### src/hw/rtl/a64pr_pkg.sv
// ---------------------------------------------------------------------------
// a64pr_pkg
// Shared types, status codes and sizing constants of the prologue relocator.
// ---------------------------------------------------------------------------
`timescale 1ns / 1ps

package a64pr_pkg;

    // Window and buffer limits
    localparam int MAX_WINDOW_INSNS = 64;
    localparam int MAX_RELOC_BYTES  = 24;
    localparam int MAX_OUT_BYTES    = 4096;
    localparam int IDX_W            = $clog2(MAX_WINDOW_INSNS);

    // Result status codes
    localparam logic [2:0] ST_OK      = 3'd0;
    localparam logic [2:0] ST_IN_WIN  = 3'd1;
    localparam logic [2:0] ST_UNALLOC = 3'd2;
    localparam logic [2:0] ST_CAP     = 3'd3;
    localparam logic [2:0] ST_SKIP    = 3'd4;

    // Configuration register indexes
    localparam logic [1:0] CFG_BASE  = 2'd0;
    localparam logic [1:0] CFG_COUNT = 2'd1;
    localparam logic [1:0] CFG_CAP   = 2'd2;

    // Replacement sequence selected by the front end
    typedef enum logic [3:0] {
        K_COPY,
        K_NOP,
        K_ADR,
        K_B,
        K_BL,
        K_COND19,
        K_COND14,
        K_LIT,
        K_FAIL
    } t_kind;

    // One classified instruction on its way to the back end
    typedef struct packed {
        t_kind       kind;
        logic [2:0]  status;
        logic [31:0] insn;
        logic [63:0] target;
        logic [12:0] bytes;
    } t_desc;

    typedef struct packed {
        logic  valid;
        t_desc desc;
    } t_push;

    // Number of words a sequence expands into
    function automatic logic [2:0] words_of(input t_kind kind);
        logic [2:0] n;
        unique case (kind)
            K_ADR, K_B:          n = 3'd4;
            K_BL, K_LIT:         n = 3'd5;
            K_COND19, K_COND14:  n = 3'd6;
            default:             n = 3'd1;
        endcase
        return n;
    endfunction

endpackage

### src/hw/rtl/a64pr_queue.sv
// ---------------------------------------------------------------------------
// a64pr_queue
// Two-entry descriptor queue between the front end and the back end.
// ---------------------------------------------------------------------------
`timescale 1ns / 1ps

module a64pr_queue (
    input  logic              i_clk,
    input  logic              i_rst_n,
    input  a64pr_pkg::t_push  i_push,
    input  logic              i_pop,
    output logic              o_full,
    output logic              o_valid,
    output a64pr_pkg::t_desc  o_desc
);

    a64pr_pkg::t_desc r_mem [2];
    logic [0:0]       r_wr_ptr;
    logic [0:0]       r_rd_ptr;
    logic [1:0]       r_count;
    logic             pop_ok;

    assign pop_ok  = i_pop && (r_count != 2'd0);
    assign o_full  = (r_count == 2'd2);
    assign o_valid = (r_count != 2'd0);
    assign o_desc  = r_mem[r_rd_ptr];

    // Store pushed descriptors
    always_ff @(posedge i_clk) begin
        if (i_push.valid) begin
            r_mem[r_wr_ptr] <= i_push.desc;
        end
    end

    // Advance pointers and occupancy
    always_ff @(posedge i_clk) begin
        if (!i_rst_n) begin
            r_wr_ptr <= 1'b0;
            r_rd_ptr <= 1'b0;
            r_count  <= 2'd0;
        end else begin
            if (i_push.valid) begin
                r_wr_ptr <= r_wr_ptr + 1'b1;
            end
            if (pop_ok) begin
                r_rd_ptr <= r_rd_ptr + 1'b1;
            end
            unique case ({i_push.valid, pop_ok})
                2'b10:   r_count <= r_count + 2'd1;
                2'b01:   r_count <= r_count - 2'd1;
                default: r_count <= r_count;
            endcase
        end
    end

endmodule

### src/hw/rtl/a64pr_front.sv
// ---------------------------------------------------------------------------
// a64pr_front
// Holds configuration and window state, classifies each instruction,
// resolves its target address and status, and pushes a descriptor.
// ---------------------------------------------------------------------------
`timescale 1ns / 1ps

module a64pr_front (
    input  logic              i_clk,
    input  logic              i_rst_n,
    input  logic              i_cfg_we,
    input  logic [1:0]        i_cfg_index,
    input  logic [63:0]       i_cfg_data,
    input  logic              i_in_valid,
    input  logic [31:0]       i_instruction,
    input  logic              i_full,
    output a64pr_pkg::t_push  o_push
);

    localparam int IDX_W = a64pr_pkg::IDX_W;
    localparam logic [6:0]  CNT_MAX = 7'(a64pr_pkg::MAX_WINDOW_INSNS);
    localparam logic [12:0] CAP_MAX = 13'(a64pr_pkg::MAX_OUT_BYTES);
    localparam logic [13:0] RELOC   = 14'(a64pr_pkg::MAX_RELOC_BYTES);

    // Configuration
    logic [63:0] r_base;
    logic [6:0]  r_count;
    logic [12:0] r_cap;

    // Window state
    logic [IDX_W-1:0] r_idx;
    logic [12:0]      r_bytes;
    logic             r_failed;

    logic             accept;
    logic [6:0]       cnt_eff;
    logic [12:0]      cap_eff;
    logic             is_adr, is_b, is_c19, is_c14, is_lit;
    logic [29:0]      off;
    logic [29:0]      rel;
    logic [12:0]      low_sum;
    logic [51:0]      page;
    logic [63:0]      t_rel;
    logic [63:0]      target;
    logic [63:0]      hi;
    logic             in_win;
    a64pr_pkg::t_kind kind;
    logic [2:0]       cls_status;
    logic [2:0]       status;
    logic             win_end;

    assign accept = i_in_valid && !i_full;

    // Clamp count and capacity
    always_comb begin
        if (r_count == 7'd0) begin
            cnt_eff = 7'd1;
        end else if (r_count > CNT_MAX) begin
            cnt_eff = CNT_MAX;
        end else begin
            cnt_eff = r_count;
        end
        cap_eff = (r_cap > CAP_MAX) ? CAP_MAX : r_cap;
    end

    // Decode instruction class
    assign is_adr = (i_instruction & 32'h1F00_0000) == 32'h1000_0000;
    assign is_b   = (i_instruction & 32'h7C00_0000) == 32'h1400_0000;
    assign is_c19 = ((i_instruction & 32'hFF00_0010) == 32'h5400_0000)
                 || ((i_instruction & 32'h7E00_0000) == 32'h3400_0000);
    assign is_c14 = (i_instruction & 32'h7E00_0000) == 32'h3600_0000;
    assign is_lit = (i_instruction & 32'h3B00_0000) == 32'h1800_0000;

    // Select the signed byte offset of the encoded immediate
    always_comb begin
        priority if (is_adr) begin
            off = {{9{i_instruction[23]}}, i_instruction[23:5], i_instruction[30:29]};
        end else if (is_b) begin
            off = {{2{i_instruction[25]}}, i_instruction[25:0], 2'b00};
        end else if (is_c14) begin
            off = {{14{i_instruction[18]}}, i_instruction[18:5], 2'b00};
        end else begin
            off = {{9{i_instruction[23]}}, i_instruction[23:5], 2'b00};
        end
    end

    // Resolve the target: pc-relative, or page-relative for ADRP
    assign rel     = off + {{(28-IDX_W){1'b0}}, r_idx, 2'b00};
    assign t_rel   = r_base + {{34{rel[29]}}, rel};
    assign low_sum = {1'b0, r_base[11:0]} + {{(11-IDX_W){1'b0}}, r_idx, 2'b00};
    assign page    = r_base[63:12] + {{31{i_instruction[23]}}, i_instruction[23:5],
                                      i_instruction[30:29]} + {51'b0, low_sum[12]};
    assign target  = (is_adr && i_instruction[31]) ? {page, 12'h000} : t_rel;

    // Window bounds check
    assign hi     = r_base + {55'b0, cnt_eff, 2'b00};
    assign in_win = (target >= r_base) && (target < hi);

    // Pick the replacement sequence
    always_comb begin
        cls_status = a64pr_pkg::ST_OK;
        kind       = a64pr_pkg::K_COPY;
        priority if (is_adr) begin
            kind = a64pr_pkg::K_ADR;
        end else if (is_b) begin
            kind = i_instruction[31] ? a64pr_pkg::K_BL : a64pr_pkg::K_B;
            if (in_win) begin
                cls_status = a64pr_pkg::ST_IN_WIN;
            end
        end else if (is_c19 || is_c14) begin
            kind = is_c19 ? a64pr_pkg::K_COND19 : a64pr_pkg::K_COND14;
            if (in_win) begin
                cls_status = a64pr_pkg::ST_IN_WIN;
            end
        end else if (is_lit) begin
            if (i_instruction[31:30] == 2'b11) begin
                kind = a64pr_pkg::K_NOP;
                if (i_instruction[26]) begin
                    cls_status = a64pr_pkg::ST_UNALLOC;
                end
            end else begin
                kind = a64pr_pkg::K_LIT;
            end
        end else begin
            kind = a64pr_pkg::K_COPY;
        end
    end

    // Apply skip and capacity checks ahead of the class result
    always_comb begin
        priority if (r_failed) begin
            status = a64pr_pkg::ST_SKIP;
        end else if ({1'b0, r_bytes} + RELOC > {1'b0, cap_eff}) begin
            status = a64pr_pkg::ST_CAP;
        end else begin
            status = cls_status;
        end
    end

    assign win_end = ({1'b0, r_idx} + 7'd1) >= cnt_eff;

    // Build the descriptor
    always_comb begin
        o_push.valid       = accept;
        o_push.desc.kind   = (status != a64pr_pkg::ST_OK) ? a64pr_pkg::K_FAIL : kind;
        o_push.desc.status = status;
        o_push.desc.insn   = i_instruction;
        o_push.desc.target = target;
        o_push.desc.bytes  = r_bytes;
    end

    // Hold configuration, advance window state per accepted item
    always_ff @(posedge i_clk) begin
        if (!i_rst_n) begin
            r_base   <= 64'd0;
            r_count  <= 7'd1;
            r_cap    <= CAP_MAX;
            r_idx    <= '0;
            r_bytes  <= 13'd0;
            r_failed <= 1'b0;
        end else begin
            if (i_cfg_we) begin
                unique case (i_cfg_index)
                    a64pr_pkg::CFG_BASE:  r_base  <= i_cfg_data;
                    a64pr_pkg::CFG_COUNT: r_count <= i_cfg_data[6:0];
                    a64pr_pkg::CFG_CAP:   r_cap   <= i_cfg_data[12:0];
                    default: ;
                endcase
            end
            if (accept) begin
                if (win_end) begin
                    r_idx    <= '0;
                    r_bytes  <= 13'd0;
                    r_failed <= 1'b0;
                end else begin
                    r_idx <= r_idx + 1'b1;
                    if (status != a64pr_pkg::ST_OK) begin
                        r_failed <= 1'b1;
                    end else begin
                        r_bytes <= r_bytes + {8'b0, a64pr_pkg::words_of(kind), 2'b00};
                    end
                end
            end
        end
    end

endmodule

### src/hw/rtl/a64pr_back.sv
// ---------------------------------------------------------------------------
// a64pr_back
// Expands each queued descriptor into its replacement words, one word per
// cycle while the output is not stalled, into a registered output stage.
// ---------------------------------------------------------------------------
`timescale 1ns / 1ps

module a64pr_back (
    input  logic              i_clk,
    input  logic              i_rst_n,
    input  logic              i_q_valid,
    input  a64pr_pkg::t_desc  i_q_desc,
    output logic              o_pop,
    output logic              o_out_valid,
    input  logic              i_out_stall,
    output logic [31:0]       o_word,
    output logic              o_word_last,
    output logic [2:0]        o_status,
    output logic [12:0]       o_bytes_total
);

    localparam logic [31:0] OP_LDR_LIT = 32'h5800_0000;
    localparam logic [31:0] OP_B       = 32'h1400_0000;
    localparam logic [31:0] OP_BR      = 32'hD61F_0000;
    localparam logic [31:0] OP_BLR     = 32'hD63F_0000;
    localparam logic [31:0] OP_NOP     = 32'hD503_201F;
    localparam logic [4:0]  X16        = 5'd16;
    localparam logic [4:0]  X17        = 5'd17;

    logic        r_valid;
    logic [31:0] r_word;
    logic        r_last;
    logic [2:0]  r_status;
    logic [12:0] r_bytes;
    logic [2:0]  r_k;

    logic        load;
    logic        last;
    logic [2:0]  k_next;
    logic [31:0] word;

    function automatic logic [31:0] ldr_lit(input logic [4:0] rt, input logic [18:0] w);
        return OP_LDR_LIT | {8'b0, w, rt};
    endfunction

    function automatic logic [31:0] enc_b(input logic [25:0] w);
        return OP_B | {6'b0, w};
    endfunction

    function automatic logic [31:0] lit_load(input logic [31:0] insn);
        logic [31:0] op;
        unique case ({insn[26], insn[31:30]})
            3'b000:  op = 32'hB940_0000;
            3'b001:  op = 32'hF940_0000;
            3'b010:  op = 32'hB980_0000;
            3'b100:  op = 32'hBD40_0000;
            3'b101:  op = 32'hFD40_0000;
            3'b110:  op = 32'h3DC0_0000;
            default: op = 32'h0000_0000;
        endcase
        return {op[31:10], X17, insn[4:0]};
    endfunction

    // Form word r_k of the current sequence
    always_comb begin
        logic [4:0] s;
        s    = i_q_desc.target[2] ? X17 : X16;
        word = 32'd0;
        unique case (i_q_desc.kind)
            a64pr_pkg::K_COPY: word = i_q_desc.insn;
            a64pr_pkg::K_NOP:  word = OP_NOP;
            a64pr_pkg::K_FAIL: word = 32'd0;
            a64pr_pkg::K_ADR: begin
                case (r_k)
                    3'd0:    word = ldr_lit(i_q_desc.insn[4:0], 19'd2);
                    3'd1:    word = enc_b(26'd3);
                    3'd2:    word = i_q_desc.target[31:0];
                    default: word = i_q_desc.target[63:32];
                endcase
            end
            a64pr_pkg::K_B: begin
                case (r_k)
                    3'd0:    word = ldr_lit(s, 19'd2);
                    3'd1:    word = OP_BR | {22'b0, s, 5'b0};
                    3'd2:    word = i_q_desc.target[31:0];
                    default: word = i_q_desc.target[63:32];
                endcase
            end
            a64pr_pkg::K_BL: begin
                case (r_k)
                    3'd0:    word = ldr_lit(X16, 19'd3);
                    3'd1:    word = OP_BLR | {22'b0, X16, 5'b0};
                    3'd2:    word = enc_b(26'd3);
                    3'd3:    word = i_q_desc.target[31:0];
                    default: word = i_q_desc.target[63:32];
                endcase
            end
            a64pr_pkg::K_COND19, a64pr_pkg::K_COND14: begin
                case (r_k)
                    3'd0: begin
                        if (i_q_desc.kind == a64pr_pkg::K_COND19) begin
                            word = {i_q_desc.insn[31:24], 19'd2, i_q_desc.insn[4:0]};
                        end else begin
                            word = {i_q_desc.insn[31:19], 14'd2, i_q_desc.insn[4:0]};
                        end
                    end
                    3'd1:    word = enc_b(26'd5);
                    3'd2:    word = ldr_lit(s, 19'd2);
                    3'd3:    word = OP_BR | {22'b0, s, 5'b0};
                    3'd4:    word = i_q_desc.target[31:0];
                    default: word = i_q_desc.target[63:32];
                endcase
            end
            a64pr_pkg::K_LIT: begin
                case (r_k)
                    3'd0:    word = ldr_lit(X17, 19'd2);
                    3'd1:    word = enc_b(26'd3);
                    3'd2:    word = i_q_desc.target[31:0];
                    3'd3:    word = i_q_desc.target[63:32];
                    default: word = lit_load(i_q_desc.insn);
                endcase
            end
            default: word = 32'd0;
        endcase
    end

    assign load   = i_q_valid && (!r_valid || !i_out_stall);
    assign last   = (r_k == (a64pr_pkg::words_of(i_q_desc.kind) - 3'd1));
    assign k_next = r_k + 3'd1;
    assign o_pop  = load && last;

    // Load output payload
    always_ff @(posedge i_clk) begin
        if (load) begin
            r_word   <= word;
            r_last   <= last;
            r_status <= i_q_desc.status;
            if (i_q_desc.status != a64pr_pkg::ST_OK) begin
                r_bytes <= 13'd0;
            end else begin
                r_bytes <= i_q_desc.bytes + {8'b0, k_next, 2'b00};
            end
        end
    end

    // Advance word counter and output valid
    always_ff @(posedge i_clk) begin
        if (!i_rst_n) begin
            r_valid <= 1'b0;
            r_k     <= 3'd0;
        end else begin
            if (load) begin
                r_valid <= 1'b1;
                r_k     <= last ? 3'd0 : k_next;
            end else if (!i_out_stall) begin
                r_valid <= 1'b0;
            end
        end
    end

    assign o_out_valid   = r_valid;
    assign o_word        = r_word;
    assign o_word_last   = r_last;
    assign o_status      = r_status;
    assign o_bytes_total = r_bytes;

endmodule

### src/hw/rtl/arm64_prologue_relocator.sv
// ---------------------------------------------------------------------------
// arm64_prologue_relocator
// Streams the instructions of a patched window and emits relocated words.
// ---------------------------------------------------------------------------
// Usage:
//   Input channel: i_in_valid / o_in_stall carry one instruction word per
//   item, in window order. Output channel: o_out_valid / i_out_stall carry
//   one replacement word per item, with o_word_last on the final word of
//   each instruction, a status code and the running byte count.
//   Configuration: pulse i_cfg_we with i_cfg_index and i_cfg_data; write
//   only while no instruction is in flight.
//   Expansion: an accepted instruction is registered in the descriptor
//   queue, then each of its words in the output stage. The back end emits
//   one word per cycle while the output is not stalled: 1 word (copy, NOP,
//   failure), 4 (ADR/ADRP, B), 5 (BL, literal load) or 6 (conditional branch).
//   A two-entry descriptor queue sits between the decode front end and the
//   expansion back end; o_in_stall rises only while that queue is full.
//   Reset clears window state, empties the queue and sets the registers to
//   base 0, count 1, capacity 4096. When the receiver stalls, the output
//   word holds and the queue fills before input is stalled.
// ---------------------------------------------------------------------------
`timescale 1ns / 1ps

module arm64_prologue_relocator (
    input  logic        i_clk,
    input  logic        i_rst_n,
    input  logic        i_cfg_we,
    input  logic [1:0]  i_cfg_index,
    input  logic [63:0] i_cfg_data,
    input  logic        i_in_valid,
    output logic        o_in_stall,
    input  logic [31:0] i_instruction,
    output logic        o_out_valid,
    input  logic        i_out_stall,
    output logic [31:0] o_word,
    output logic        o_word_last,
    output logic [2:0]  o_status,
    output logic [12:0] o_bytes_total
);

    a64pr_pkg::t_push push;
    a64pr_pkg::t_desc q_desc;
    logic             q_full;
    logic             q_valid;
    logic             q_pop;

    assign o_in_stall = q_full;

    // Decode and resolve
    a64pr_front u_front (
        .i_clk         (i_clk),
        .i_rst_n       (i_rst_n),
        .i_cfg_we      (i_cfg_we),
        .i_cfg_index   (i_cfg_index),
        .i_cfg_data    (i_cfg_data),
        .i_in_valid    (i_in_valid),
        .i_instruction (i_instruction),
        .i_full        (q_full),
        .o_push        (push)
    );

    // Decouple front and back
    a64pr_queue u_queue (
        .i_clk   (i_clk),
        .i_rst_n (i_rst_n),
        .i_push  (push),
        .i_pop   (q_pop),
        .o_full  (q_full),
        .o_valid (q_valid),
        .o_desc  (q_desc)
    );

    // Expand into words
    a64pr_back u_back (
        .i_clk         (i_clk),
        .i_rst_n       (i_rst_n),
        .i_q_valid     (q_valid),
        .i_q_desc      (q_desc),
        .o_pop         (q_pop),
        .o_out_valid   (o_out_valid),
        .i_out_stall   (i_out_stall),
        .o_word        (o_word),
        .o_word_last   (o_word_last),
        .o_status      (o_status),
        .o_bytes_total (o_bytes_total)
    );

endmodule

### config.mk
export PLATFORM = sky130hd
export DESIGN_NAME = arm64_prologue_relocator
export DESIGN_NICKNAME = d
export VERILOG_FILES = /design/src/hw/rtl/a64pr_pkg.sv /design/src/hw/rtl/a64pr_queue.sv /design/src/hw/rtl/a64pr_front.sv /design/src/hw/rtl/a64pr_back.sv /design/src/hw/rtl/arm64_prologue_relocator.sv
export SDC_FILE = /design/constraint.sdc
export NUM_CORES = 1
export LEC_CHECK = 0
export ABC_AREA = 1
export BUFFER_PORTS_ARGS = -buffer_cell sky130_fd_sc_hd__buf_4
export CAP_MARGIN = 20
export CORE_AREA = 4 4 228 319
export CTS_CLUSTER_DIAMETER = 120
export CTS_CLUSTER_SIZE = 12
export DETAILED_ROUTE_END_ITERATION = 16
export DIE_AREA = 0 0 232 323
export SETUP_SLACK_MARGIN = 0.15
export SLEW_MARGIN = 20
export SYNTH_ARGS = -nofsm -noshare
export SYNTH_HDL_FRONTEND = slang
export SYNTH_SLANG_ARGS = --single-unit
### constraint.sdc
create_clock -name i_clk -period 7.1 [get_ports i_clk]
set_input_delay 0.355 -clock i_clk [delete_from_list [all_inputs] [get_ports i_clk]]
set_output_delay 0.355 -clock i_clk [all_outputs]
set_load 0.01 [all_outputs]
==> out/metrics.cfg <==
[grt]
antenna_found_initial = 0
overflow = 0
grt_start_max_net_pins = 100
grt_pass1_wl_um = 183000
first_global_vias = 30500
grtUsageTotal_pct = 32.2

[synth]
synth-edff-count = 275
synth.top_cell.area_share_pct = 26.6
ys_ff_latch = 386
synth_area_leaders = edfxtp_1 (27%), ha_1 (12%), nand2_1 (9.9%)
synth_common_cells = nand2_1 (821), inv_1 (501), a21oi_1 (472)
ys.flop_type = edfxtp_1
yosysTopAreaCell = edfxtp_1
synth_cell_type_count = 80
synth_cells = 4169
synth.avg_cell_area_um2 = 7.46
synth.most_common_cell = nand2_1
synthesis.area_mm2 = 0.0311
ys_seq_area_share_pct = 33.7
synthArstFlopShare_pct = 0
yosys_warnings = 0

[timing]
timing.final.hold_violations = 0
fin_ws_ps = 408
final-setup-viol-count = 0
skew_ps = 22.6
rsz0062_at_grt = true
finalSetupTns_ps = 0
period_needed_ps = 6690
max_slew_margin_pct = 27.8
slew_violations = 0
whs_ps = 20.9
tightest_slew_ps = 1080
timing.fmax_ghz = 0.149
fin_crit_sh_pct = 94.2

[place]
hpwl_um = 99800
dpl-instance-area_mm2 = 0.0358
port_buffers = 151
place.gp.congestion = 0.986
place_ws_ps = -610
dp.cells = 5515

[route]
vias = 31700
initialDrtViolationCount = 2879
drc = 0
drt_pass1_iterations = 8
viasPerCell = 5.65
avgRoutedWirePerCell_um = 22.2
drtAntennaViolNets = 0
drt-total-wl_um = 124000

[power_and_ir_drop]
vdd_drop_max_mv = 0.191
p_leak_nw = 16.6
finalPower_mw = 9.13
p_per_area_mw_per_mm2 = 242

[layout]
stdcell_count = 5611
final_core_util_pct = 54.0
diodes = 0
fin_nets = 5046
final_area_mm2 = 0.0378
area_growth_pct = 21.5
fillCellCount = 6880
post_route_cells_drive_above_1_share_pct = 17.8

[min_path]
min_from = i_cfg_data[7]
hold_path.class = primary input to flip-flop

[clock_network]
cts_made_buffers = 38
cts_tree = built
hold_buffers = 0
clock-sinks = 386
clkTransAtPathRegs_ps = 70
root_buffer = clkbuf_16
htreeDepth = 2
clk_latency_ps = 590
cts_buffer_depth = 3

[setup_path]
end_kind = flip-flop
cpPeakStageDelay_ps = 390
r2r-start = u_front.r_idx[1]
critical_path_arrival_ps = 7170
cp_max_fo = 5
cp-startpoint = i_instruction[28]
critPathSlowestCell = ha_1
cp.required_ps = 7570
startpoint_type = primary input
crit_type = primary input to flip-flop

[floorplan]
start_util_pct = 44.5
die_y_um = 323
die_x_um = 232
core_mm2 = 0.0699
dieArea_mm2 = 0.0749
num_rows = 115
pin_count = 154

[run]
cap_violations = 0

[status]
outcome = finished clean

## state kept, by name, indices dropped and copies added, names as in the netlist, 2 cells and up, named ones only
name and count:
u_queue.r_mem 228, u_front.r_base 64, u_back.o_word 32, u_front.r_cap 13
u_back.o_bytes_total 11, u_front.r_bytes 11, u_front.r_count 7, u_front.r_idx 6
u_back.o_status 3, u_back.r_k 3, u_queue.r_count 2
## power by group
| group | internal, mW | leakage [nW] | switching (mW) |
|---|---|---|---|
| Combinational | 1.39 | 12.5 | 2.65 |
| Sequential | 2.99 | 3.51 | 0.169 |
| Clock | 1.04 | 0.534 | 0.904 |
## kinds of logic (layout without fill, tap and decap cells)
family	count (synthesis)	after routing	synth area share (%)
other cells	1	2	0.0121
mux	23	23	0.740
compound gates	1105	1105	20.0
xor+xnor	145	145	4.08
simple gates	1570	1570	21.4
fa+ha+maj	297	297	12.1
buf+inv	642	1147	7.86
flops	386	386	33.7
## final timing paths
check,cells after the start,slack (ps),end
worst max-delay path,54,410,u_front.r_bytes[3]
worst min-delay path,3,20,u_front.r_cap[7]
worst max register to register,45,510,u_front.r_bytes[3]
worst min register to register,2,480,flip-flop
## timing repair
item | in CTS | in global routing
gates cloned | 0 | 1
setup buffers | 0 | 26
gates resized for setup | 6 | 190
pin swaps | 1 | 51
endpoints found under the setup margin | 19 | 22
## cell usage in the layout (no fill, tap or decap), drive strengths merged, types with 40 or more instances in the layout
| master | instances |
|---|---|
| nand2 | 827 |
| buf | 550 |
| inv | 523 |
| a21oi | 474 |
| nor2 | 407 |
| o21ai | 384 |
| ha | 290 |
| edfxtp | 275 |
| nand3 | 130 |
| xor2 | 113 |
| dfxtp | 111 |
| nor3 | 87 |
| clkbuf | 66 |
| nand4 | 45 |
| a31oi | 40 |
## worst max-delay path, delay by kind of cell
family	cells	cell delay, ps
buffers and inverters	14	1440
AO/OA/AOI/OAI	8	870
XOR/XNOR	1	140
AND/OR/NAND/NOR	27	3160
adder cells (fa/ha/maj)	4	1190
## final cells by class
class / count / area, µm² / share of cell area [%]
Clock buffer: 65 / 1070 / 2.84
Clock inverter: 4 / 42.5 / 0.113
Inverter: 527 / 1980 / 5.24
Multi-Input combinational cell: 3142 / 18900 / 49.9
Sequential cell: 386 / 10500 / 27.7
Tap cell: 936 / 1170 / 3.10
Timing Repair Buffer: 551 / 4190 / 11.1
## layer usage
| metal | up-vias | wire length, µm | part of all wire (%) | GRT usage [%] |
|---|---|---|---|---|
| met5 | - | 0 | 0 | 0 |
| met4 | 0 | 10600 | 8.5 | 21.9 |
| met3 | 378 | 6420 | 5.2 | 2.91 |
| met2 | 1211 | 61600 | 49 | 57.6 |
| met1 | 14800 | 45900 | 37 | 36.2 |
| li1 | 15300 | - | - | - |
(Power assumes the default switching activity.)
